**src/hw/rtl/dsq_pkg.sv**
```systemverilog
// Shared types and constants for the door sensor qualifier.
// No dependencies; every other file of the block imports this package.
`timescale 1ns / 1ps

package dsq_pkg;

   localparam int FILTER_DEPTH = 8;
   localparam int PTR_W        = $clog2(FILTER_DEPTH);
   localparam int CSR_IDX_W    = 1;
   localparam int CSR_DATA_W   = 16;
   localparam int TICK_W       = 32;

   typedef enum logic [1:0] {
      ST_OPEN   = 2'd0,
      ST_CLOSED = 2'd1,
      ST_LOCKED = 2'd2,
      ST_FAULT  = 2'd3
   } door_class_type;

   typedef enum logic [CSR_IDX_W-1:0] {
      CSR_REFRESH_PERIOD = 1'd0,
      CSR_DEBOUNCE_TICKS = 1'd1
   } csr_index_type;

   localparam logic [CSR_DATA_W-1:0] REFRESH_PERIOD_RESET = 16'd600;
   localparam logic [CSR_DATA_W-1:0] DEBOUNCE_TICKS_RESET = 16'd50;

   // Button fields of one request, handed to the debounce unit.
   typedef struct packed {
      logic              sampled;
      logic              level;
      logic [TICK_W-1:0] now_ticks;
   } btn_sample_type;

   function automatic door_class_type classify(input logic closed, input logic locked);
      door_class_type cls;
      if (!closed) begin
         cls = ST_OPEN;
      end else if (locked) begin
         cls = ST_LOCKED;
      end else begin
         cls = ST_CLOSED;
      end
      return cls;
   endfunction

   // Power-up ring contents: open, closed, locked, fault, then open.
   function automatic door_class_type ring_reset_value(input int idx);
      door_class_type val;
      unique case (idx)
         0:       val = ST_OPEN;
         1:       val = ST_CLOSED;
         2:       val = ST_LOCKED;
         3:       val = ST_FAULT;
         default: val = ST_OPEN;
      endcase
      return val;
   endfunction

endpackage

```
**src/hw/rtl/dsq_req_if.sv**
```systemverilog
// Request channel of the door sensor qualifier: one poll pass per request.
// Depends on dsq_pkg for the tick width.
`timescale 1ns / 1ps

interface dsq_req_if;
   import dsq_pkg::*;

   logic              valid;
   logic              ready;
   logic              closed_level;
   logic              locked_level;
   logic              button_sampled;
   logic              button_level;
   logic [TICK_W-1:0] now_ticks;

   modport source (output valid, closed_level, locked_level, button_sampled,
                   button_level, now_ticks, input ready);
   modport sink   (input valid, closed_level, locked_level, button_sampled,
                   button_level, now_ticks, output ready);
endinterface

```
**src/hw/rtl/dsq_rsp_if.sv**
```systemverilog
// Response channel of the door sensor qualifier: one response per request.
// Depends on dsq_pkg for the state type.
`timescale 1ns / 1ps

interface dsq_rsp_if;
   import dsq_pkg::*;

   logic           valid;
   logic           ready;
   door_class_type smoothed_state;
   logic           stable;
   logic           publish_update;
   logic           button_event;

   modport source (output valid, smoothed_state, stable, publish_update, button_event,
                   input ready);
   modport sink   (input valid, smoothed_state, stable, publish_update, button_event,
                   output ready);
endinterface

```
**src/hw/rtl/dsq_csr_if.sv**
```systemverilog
// Register write channel of the door sensor qualifier.
// Depends on dsq_pkg for the index and data widths.
`timescale 1ns / 1ps

interface dsq_csr_if;
   import dsq_pkg::*;

   logic                  valid;
   logic                  ready;
   logic [CSR_IDX_W-1:0]  addr;
   logic [CSR_DATA_W-1:0] wdata;

   modport source (output valid, addr, wdata, input ready);
   modport sink   (input valid, addr, wdata, output ready);
endinterface

```
**src/hw/rtl/dsq_button.sv**
```systemverilog
// Push button debounce: accepts a sampled rising edge once the debounce
// interval has passed since the last accepted press. Depends on dsq_pkg.
`timescale 1ns / 1ps

module dsq_button (
   input  logic                           clock,
   input  logic                           reset,
   input  logic                           accept,
   input  dsq_pkg::btn_sample_type        sample,
   input  logic [dsq_pkg::CSR_DATA_W-1:0] debounce_ticks,
   output logic                           button_event
);
   import dsq_pkg::*;

   logic              held_ff;
   logic              held_in;
   logic [TICK_W-1:0] last_press_ff;
   logic [TICK_W-1:0] last_press_in;
   logic [TICK_W-1:0] elapsed;
   logic              level_change;

   // Elapsed time wraps with the timestamp.
   assign elapsed      = sample.now_ticks - last_press_ff;
   assign level_change = sample.sampled && (sample.level != held_ff);

   always_comb begin
      held_in       = held_ff;
      last_press_in = last_press_ff;
      button_event  = 1'b0;
      if (level_change) begin
         held_in = sample.level;
         if (sample.level && (elapsed >= {{(TICK_W-CSR_DATA_W){1'b0}}, debounce_ticks})) begin
            last_press_in = sample.now_ticks;
            button_event  = 1'b1;
         end
      end
   end

   always_ff @(posedge clock) begin
      if (reset) begin
         held_ff       <= 1'b0;
         last_press_ff <= '0;
      end else if (accept) begin
         held_ff       <= held_in;
         last_press_ff <= last_press_in;
      end
   end

   a_event_on_press: assert property (@(posedge clock) disable iff (reset)
      accept && button_event |=> held_ff && (last_press_ff == $past(sample.now_ticks)))
      else $error("button event without a recorded press");

   a_no_event_unsampled: assert property (@(posedge clock) disable iff (reset)
      !sample.sampled |-> !button_event)
      else $error("button event on a pass without a sampled level");

endmodule

```
**src/hw/rtl/door_sensor_qualifier_top.sv**
```systemverilog
// Door sensor qualifier: each accepted request is registered straight into the response
// register, one request per cycle; a request is taken while the response
// register is empty or being drained in the same cycle.
// Synchronous active-high reset restores the power-up ring, clears the
// pointer, countdown and button state, and reloads both registers.
// Depends on dsq_pkg, the three channel interfaces and dsq_button.
`timescale 1ns / 1ps

module door_sensor_qualifier_top (
   input  logic   clock,
   input  logic   reset,
   dsq_req_if.sink   req_chan,
   dsq_rsp_if.source rsp_chan,
   dsq_csr_if.sink   csr_chan
);
   import dsq_pkg::*;

   logic [CSR_DATA_W-1:0] refresh_period_ff;
   logic [CSR_DATA_W-1:0] debounce_ticks_ff;

   door_class_type        ring_ff [FILTER_DEPTH];
   door_class_type        ring_in [FILTER_DEPTH];
   logic [PTR_W-1:0]      ptr_ff;
   logic [PTR_W-1:0]      ptr_in;
   door_class_type        published_ff;
   door_class_type        published_in;
   logic [CSR_DATA_W-1:0] countdown_ff;
   logic [CSR_DATA_W-1:0] countdown_in;

   logic                  rsp_valid_ff;
   door_class_type        rsp_state_ff;
   door_class_type        rsp_state_in;
   logic                  rsp_stable_ff;
   logic                  rsp_stable_in;
   logic                  rsp_publish_ff;
   logic                  rsp_publish_in;
   logic                  rsp_event_ff;

   logic                  accept;
   logic                  csr_write;
   logic                  force_publish;
   logic                  btn_event;
   door_class_type        fresh_class;
   btn_sample_type        btn_sample;

   assign req_chan.ready = !rsp_valid_ff || rsp_chan.ready;
   assign accept         = req_chan.valid && req_chan.ready;
   assign csr_chan.ready = 1'b1;
   assign csr_write      = csr_chan.valid && csr_chan.ready;

   assign btn_sample.sampled   = req_chan.button_sampled;
   assign btn_sample.level     = req_chan.button_level;
   assign btn_sample.now_ticks = req_chan.now_ticks;

   dsq_button u_button (
      .clock          (clock),
      .reset          (reset),
      .accept         (accept),
      .sample         (btn_sample),
      .debounce_ticks (debounce_ticks_ff),
      .button_event   (btn_event)
   );

   // Register writes; an unused index is ignored.
   always_ff @(posedge clock) begin
      if (reset) begin
         refresh_period_ff <= REFRESH_PERIOD_RESET;
         debounce_ticks_ff <= DEBOUNCE_TICKS_RESET;
      end else if (csr_write) begin
         unique case (csr_chan.addr)
            CSR_REFRESH_PERIOD: refresh_period_ff <= csr_chan.wdata;
            CSR_DEBOUNCE_TICKS: debounce_ticks_ff <= csr_chan.wdata;
            default: ;
         endcase
      end
   end

   assign fresh_class = classify(req_chan.closed_level, req_chan.locked_level);

   // The ring is judged with the fresh class already written in.
   always_comb begin
      for (int i = 0; i < FILTER_DEPTH; i++) begin
         ring_in[i] = (ptr_ff == PTR_W'(i)) ? fresh_class : ring_ff[i];
      end
      rsp_stable_in = 1'b1;
      for (int i = 1; i < FILTER_DEPTH; i++) begin
         if (ring_in[i] != ring_in[0]) begin
            rsp_stable_in = 1'b0;
         end
      end
      rsp_state_in = rsp_stable_in ? ring_in[0] : ST_FAULT;
      ptr_in = (ptr_ff == PTR_W'(FILTER_DEPTH - 1)) ? '0 : ptr_ff + 1'b1;
   end

   // A zero countdown means a forced publish is due and it holds there.
   always_comb begin
      force_publish  = (countdown_ff == '0);
      countdown_in   = force_publish ? countdown_ff : countdown_ff - 1'b1;
      published_in   = published_ff;
      rsp_publish_in = 1'b0;
      if (rsp_stable_in && ((rsp_state_in != published_ff) || force_publish)) begin
         published_in   = rsp_state_in;
         countdown_in   = refresh_period_ff;
         rsp_publish_in = 1'b1;
      end
   end

   always_ff @(posedge clock) begin
      if (reset) begin
         for (int i = 0; i < FILTER_DEPTH; i++) begin
            ring_ff[i] <= ring_reset_value(i);
         end
         ptr_ff       <= '0;
         published_ff <= ST_FAULT;
         countdown_ff <= '0;
      end else if (accept) begin
         ring_ff      <= ring_in;
         ptr_ff       <= ptr_in;
         published_ff <= published_in;
         countdown_ff <= countdown_in;
      end
   end

   always_ff @(posedge clock) begin
      if (reset) begin
         rsp_valid_ff <= 1'b0;
      end else if (accept) begin
         rsp_valid_ff <= 1'b1;
      end else if (rsp_chan.ready) begin
         rsp_valid_ff <= 1'b0;
      end
   end

   always_ff @(posedge clock) begin
      if (accept) begin
         rsp_state_ff   <= rsp_state_in;
         rsp_stable_ff  <= rsp_stable_in;
         rsp_publish_ff <= rsp_publish_in;
         rsp_event_ff   <= btn_event;
      end
   end

   assign rsp_chan.valid          = rsp_valid_ff;
   assign rsp_chan.smoothed_state = rsp_state_ff;
   assign rsp_chan.stable         = rsp_stable_ff;
   assign rsp_chan.publish_update = rsp_publish_ff;
   assign rsp_chan.button_event   = rsp_event_ff;

   a_unstable_is_fault: assert property (@(posedge clock) disable iff (reset)
      rsp_valid_ff && !rsp_stable_ff |-> (rsp_state_ff == ST_FAULT))
      else $error("unstable response carries a state other than fault");

   a_publish_needs_stable: assert property (@(posedge clock) disable iff (reset)
      rsp_valid_ff && rsp_publish_ff |-> rsp_stable_ff)
      else $error("publish flagged on an unstable reading");

   a_publish_records_state: assert property (@(posedge clock) disable iff (reset)
      accept && rsp_publish_in |=> (published_ff == rsp_state_ff)
                                  && (countdown_ff == $past(refresh_period_ff)))
      else $error("publish did not record state and reload countdown");

   a_pointer_in_range: assert property (@(posedge clock) disable iff (reset)
      ptr_ff <= PTR_W'(FILTER_DEPTH - 1))
      else $error("ring pointer beyond filter depth");

endmodule
```
**src/flat_wrapper.sv**
```systemverilog
// flat-port wrapper written by rule: the top's interface ports become plain ports
module door_sensor_qualifier_top_flat import dsq_pkg::*;
  (clock, reset, req_chan_valid, req_chan_closed_level, req_chan_locked_level, req_chan_button_sampled, req_chan_button_level, req_chan_now_ticks, req_chan_ready, rsp_chan_valid, rsp_chan_smoothed_state, rsp_chan_stable, rsp_chan_publish_update, rsp_chan_button_event, rsp_chan_ready, csr_chan_valid, csr_chan_addr, csr_chan_wdata, csr_chan_ready);
  dsq_req_if req_chan_i ();
  dsq_rsp_if rsp_chan_i ();
  dsq_csr_if csr_chan_i ();
  input  logic clock;
  input  logic reset;
  input wire logic [$bits(req_chan_i.valid)-1:0] req_chan_valid;
  input wire logic [$bits(req_chan_i.closed_level)-1:0] req_chan_closed_level;
  input wire logic [$bits(req_chan_i.locked_level)-1:0] req_chan_locked_level;
  input wire logic [$bits(req_chan_i.button_sampled)-1:0] req_chan_button_sampled;
  input wire logic [$bits(req_chan_i.button_level)-1:0] req_chan_button_level;
  input wire logic [$bits(req_chan_i.now_ticks)-1:0] req_chan_now_ticks;
  output wire logic [$bits(req_chan_i.ready)-1:0] req_chan_ready;
  output wire logic [$bits(rsp_chan_i.valid)-1:0] rsp_chan_valid;
  output wire logic [$bits(rsp_chan_i.smoothed_state)-1:0] rsp_chan_smoothed_state;
  output wire logic [$bits(rsp_chan_i.stable)-1:0] rsp_chan_stable;
  output wire logic [$bits(rsp_chan_i.publish_update)-1:0] rsp_chan_publish_update;
  output wire logic [$bits(rsp_chan_i.button_event)-1:0] rsp_chan_button_event;
  input wire logic [$bits(rsp_chan_i.ready)-1:0] rsp_chan_ready;
  input wire logic [$bits(csr_chan_i.valid)-1:0] csr_chan_valid;
  input wire logic [$bits(csr_chan_i.addr)-1:0] csr_chan_addr;
  input wire logic [$bits(csr_chan_i.wdata)-1:0] csr_chan_wdata;
  output wire logic [$bits(csr_chan_i.ready)-1:0] csr_chan_ready;
  assign req_chan_i.valid = req_chan_valid;
  assign req_chan_i.closed_level = req_chan_closed_level;
  assign req_chan_i.locked_level = req_chan_locked_level;
  assign req_chan_i.button_sampled = req_chan_button_sampled;
  assign req_chan_i.button_level = req_chan_button_level;
  assign req_chan_i.now_ticks = req_chan_now_ticks;
  assign req_chan_ready = req_chan_i.ready;
  assign rsp_chan_valid = rsp_chan_i.valid;
  assign rsp_chan_smoothed_state = rsp_chan_i.smoothed_state;
  assign rsp_chan_stable = rsp_chan_i.stable;
  assign rsp_chan_publish_update = rsp_chan_i.publish_update;
  assign rsp_chan_button_event = rsp_chan_i.button_event;
  assign rsp_chan_i.ready = rsp_chan_ready;
  assign csr_chan_i.valid = csr_chan_valid;
  assign csr_chan_i.addr = csr_chan_addr;
  assign csr_chan_i.wdata = csr_chan_wdata;
  assign csr_chan_ready = csr_chan_i.ready;
  door_sensor_qualifier_top u_core (.clock(clock), .reset(reset), .req_chan(req_chan_i), .rsp_chan(rsp_chan_i), .csr_chan(csr_chan_i));
endmodule
```
**config.mk**
```make
export PLATFORM = sky130hd
export DESIGN_NAME = door_sensor_qualifier_top_flat
export DESIGN_NICKNAME = d
export VERILOG_FILES = /design/src/hw/rtl/dsq_pkg.sv /design/src/hw/rtl/dsq_req_if.sv /design/src/hw/rtl/dsq_rsp_if.sv /design/src/hw/rtl/dsq_csr_if.sv /design/src/hw/rtl/dsq_button.sv /design/src/hw/rtl/door_sensor_qualifier_top.sv /design/src/flat_wrapper.sv
export SDC_FILE = /design/constraint.sdc
export NUM_CORES = 1
export LEC_CHECK = 0
export BUFFER_PORTS_ARGS = -buffer_cell sky130_fd_sc_hd__buf_2
export CAP_MARGIN = 10
export CORE_MARGIN = 8
export CORE_UTILIZATION = 60
export DETAILED_ROUTE_END_ITERATION = 7
export GPL_TIMING_DRIVEN = 0
export PLACE_DENSITY = 0.77
export SLEW_MARGIN = 20
export SYNTH_ARGS = -nofsm -noshare
export SYNTH_HDL_FRONTEND = slang
export SYNTH_SLANG_ARGS = --single-unit
```
**constraint.sdc**
```tcl
create_clock -name clock -period 5.05 [get_ports clock]
set_input_delay 0.7575 -clock clock [delete_from_list [all_inputs] [get_ports clock]]
set_output_delay 0.7575 -clock clock [all_outputs]
set_load 0.02 [all_outputs]
```
==> flow_summary.ini <==
[status]
status = complete, no violations

[cts]
clkSinkCount = 108
cts_tree = built
cts_buffers = 9
clkTransAtPathRegs_ns = 0.08
root_buffer = clkbuf_16
cts_hold_buf = 0
cts_max_path_buffers = 2
cts_max_level = 3
insertion_delay_ns = 0.36

[sta]
worst_pin_slew_ns = 0.686
slew_headroom = 0.530
hold_viol = 0
holdWs_ns = 0.455
grt_setup_unrepaired = false
setup_violations = 0
slew_violations = 0
final.min_clock_period_ns = 4.68
finalCritPeriodShare = 0.926
fmax_mhz = 214
fin_ws_ns = 0.374
finalClockSkew_ns = 0.00898

[layout]
instances_no_fill = 1146
syn2layout_area_growth_pct = 11.7
fillerInstances = 1077
layout_commonest_cell = nand2_1
antenna-diode-count = 0
drive_gt1_frac = 0.146
layout_common_cells = 125 x nand2_1, 103 x dfxtp_1, 82 x a21oi_1
final_area_mm2 = 0.00811
nNetsFinal = 1107

[setup_path]
slowest_delay_ns = 0.44
cp_common_cell = a21oi_1
slowest_stage = a2111oi_0
path_cells = buf_2, inv_1, ha_1, fa_1, nand2b_1, a21oi_1, or2_2, a21o_1, a21oi_1, xnor2_1, ha_1, a21oi_1, nor2_1, a211oi_1, o2111ai_1, a2111oi_0, o2111a_1, nand3_1, nor4_4, buf_4, nor2_2, buf_6, o31ai_1
worst-r2r-setup-slack_ns = 0.60
cp.required_ns = 5.31
path_class = primary input to flip-flop
setup.worst_path.start_class = primary input
worstSetupEndpointType = flip-flop
crit_arrival_ns = 4.93
cp.buffers_inverters = 4
path_max_fanout = 10
path_delay_family = compound AO/OA/AOI/OAI gates

[placement]
dp_hpwl_um = 14100
place_ws_ns = -0.327
place_area_mm2 = 0.00776
place_inst = 1128
gp_congestion = 0.945
io_buffers = 63

[synthesis]
synthFlopType = dfxtp_1
yosysWarnings = 0
synth_largest_area_cell = dfxtp_1
synthCells = 918
synth_edf_count = 5
synth_nets = 1031
netlist_area_mm2 = 0.00726
ys_top_cells_by_area = dfxtp_1 28%, ha_1 9.3%, nand2_1 6.5%, a21oi_1 5.7%, or4b_2 4.0%
synth_seq_cells = 108
synth_cell_types = 72
synth_top_area_share = 0.284
yosysSeqAreaShare = 0.305
ys_async_sr_fraction = 0
postSynthAreaPerCell_um2 = 7.91

[grt]
grt_pass1_vias = 6449
overflow = 0
track_usage = 0.231
grt_pass1_wl_um = 30800
antenna_found_initial = 0
grt_max_degree = 20

[floorplan]
fp-row-count = 40
io_pins = 66
core_area_mm2 = 0.0119
initial_core_util = 0.609
die_w_um = 126
die_area_mm2 = 0.0159
die_h_um = 126

[pwr]
total_power_uw = 2650
power_density_mw_per_mm2 = 326
peakVddDrop_v = 0.000203
p_leak_uw = 0.00325

[route]
vias = 6760
drtIter0Drc = 448
wl_per_cell_um = 16.1
drt_first_pass_iters = 5
drtAntennaViolNets = 0
drcViolationCount = 0
drt-vias-per-instance = 5.90
wl_um = 18400

[flow_run]
drv_cap = 0

[hold_path]
hold_path_class = flip-flop to flip-flop
-- layer usage --
layer,vias to the layer above,GRT usage,part of all wire,wire (um)
met4,0,0.0892,0.025,467
met3,33,0.0397,0.041,751
met5,-,0,0,0
li1,3446,-,-,-
met2,171,0.393,0.48,8870
met1,3110,0.285,0.45,8320
-- synthesized netlist by cell type, types with 4 or more instances --
cell      instances
a211oi_1         20
a21o_1           12
a21oi_1          82
a221oi_1          4
a22oi_1           5
a31oi_1           8
and2_1            7
and3_1            5
buf_1             4
buf_4             5
buf_6             5
clkbuf_1         37
dfxtp_1         103
edfxtp_1          5
ha_1             54
inv_1            72
mux2i_1          18
nand2_1         125
nand2b_1         11
nand3_1          25
nand4_1          17
nor2_1           47
nor2b_1           9
nor3_1           15
nor4_1            8
o211ai_1         12
o21ai_0          45
o21bai_1          5
o31ai_1          29
or3_1             5
or4b_2           29
xnor2_1          17
xor2_1           11
-- per-stage QoR --
| step | utilization | TNS [ns] |
|---|---|---|
| floorplan | - | 0 |
| global placement | 0.651 | -7.49 |
| detailed placement | 0.651 | -9.33 |
| CTS | 0.679 | 0 |
| global route | 0.681 | 0 |
| finish | 0.681 | 0 |
-- registers in the layout, summed over array words and instances, names as in the netlist --
register	cells
u_core.rsp_chan.publish_update	1
u_core.ptr_ff	3
u_core.published_ff	2
u_core.ring_ff	16
u_core.rsp_chan.smoothed_state	2
u_core.refresh_period_ff	16
u_core.u_button.held_ff	1
u_core.rsp_chan.valid	1
u_core.debounce_ticks_ff	16
u_core.countdown_ff	16
u_core.u_button.last_press_ff	32
u_core.rsp_chan.button_event	1
u_core.rsp_chan.stable	1
-- path summary, 6_finish.rpt --
kind / startpoint / to / cells after the start
worst max-delay path: req_chan_now_ticks[0] / u_core.u_button.last_press_ff[4]$_SDFFE_PP0P_ / 23
worst max register to register: u_core.u_button.last_press_ff[4]$_SDFFE_PP0P_ / u_core.u_button.last_press_ff[4]$_SDFFE_PP0P_ / 21
worst min register to register: u_core.refresh_period_ff[8]$_SDFFE_PP0P_ / u_core.refresh_period_ff[8]$_SDFFE_PP0P_ / 2
worst min-delay path: u_core.refresh_period_ff[8]$_SDFFE_PP0P_ / u_core.refresh_period_ff[8]$_SDFFE_PP0P_ / 2
-- power breakdown --
group          internal, uW  total [uW]  switching, uW
sequential              937         996           58.6
combinational           350         858            507
clock                   444         792            348
total                  1730        2650            914
-- tightest hold or removal path: stages (launching register included) --
cell	delay, ns
dfxtp_1	0.31
nand2_1	0.05
a21oi_1	0.05
-- cell families after synthesis --
group           share of synthesized area
fa+ha+maj                          0.0958
compound gates                      0.228
buf+inv                            0.0753
xor+xnor                           0.0338
simple gates                        0.233
other cells                      0.000517
flops                               0.305
mux                                0.0295
-- layout make-up --
type / count / area, um^2 / area share
inverter: 73 / 274 / 0.0338
sequential: 108 / 2210 / 0.273
multi-input combinational: 681 / 4500 / 0.555
clock buffer: 9 / 225 / 0.0278
clock inverter: 7 / 108 / 0.0133
tap: 147 / 184 / 0.0227
buffer: 56 / 273 / 0.0336
timing repair buffer: 65 / 330 / 0.0407
-- timing repair --
action | in CTS | in global routing
setup buffers | 0 | 2
gates resized for setup | 0 | 1
endpoints found under the setup margin | 0 | 33
(Power assumes the default switching activity.)
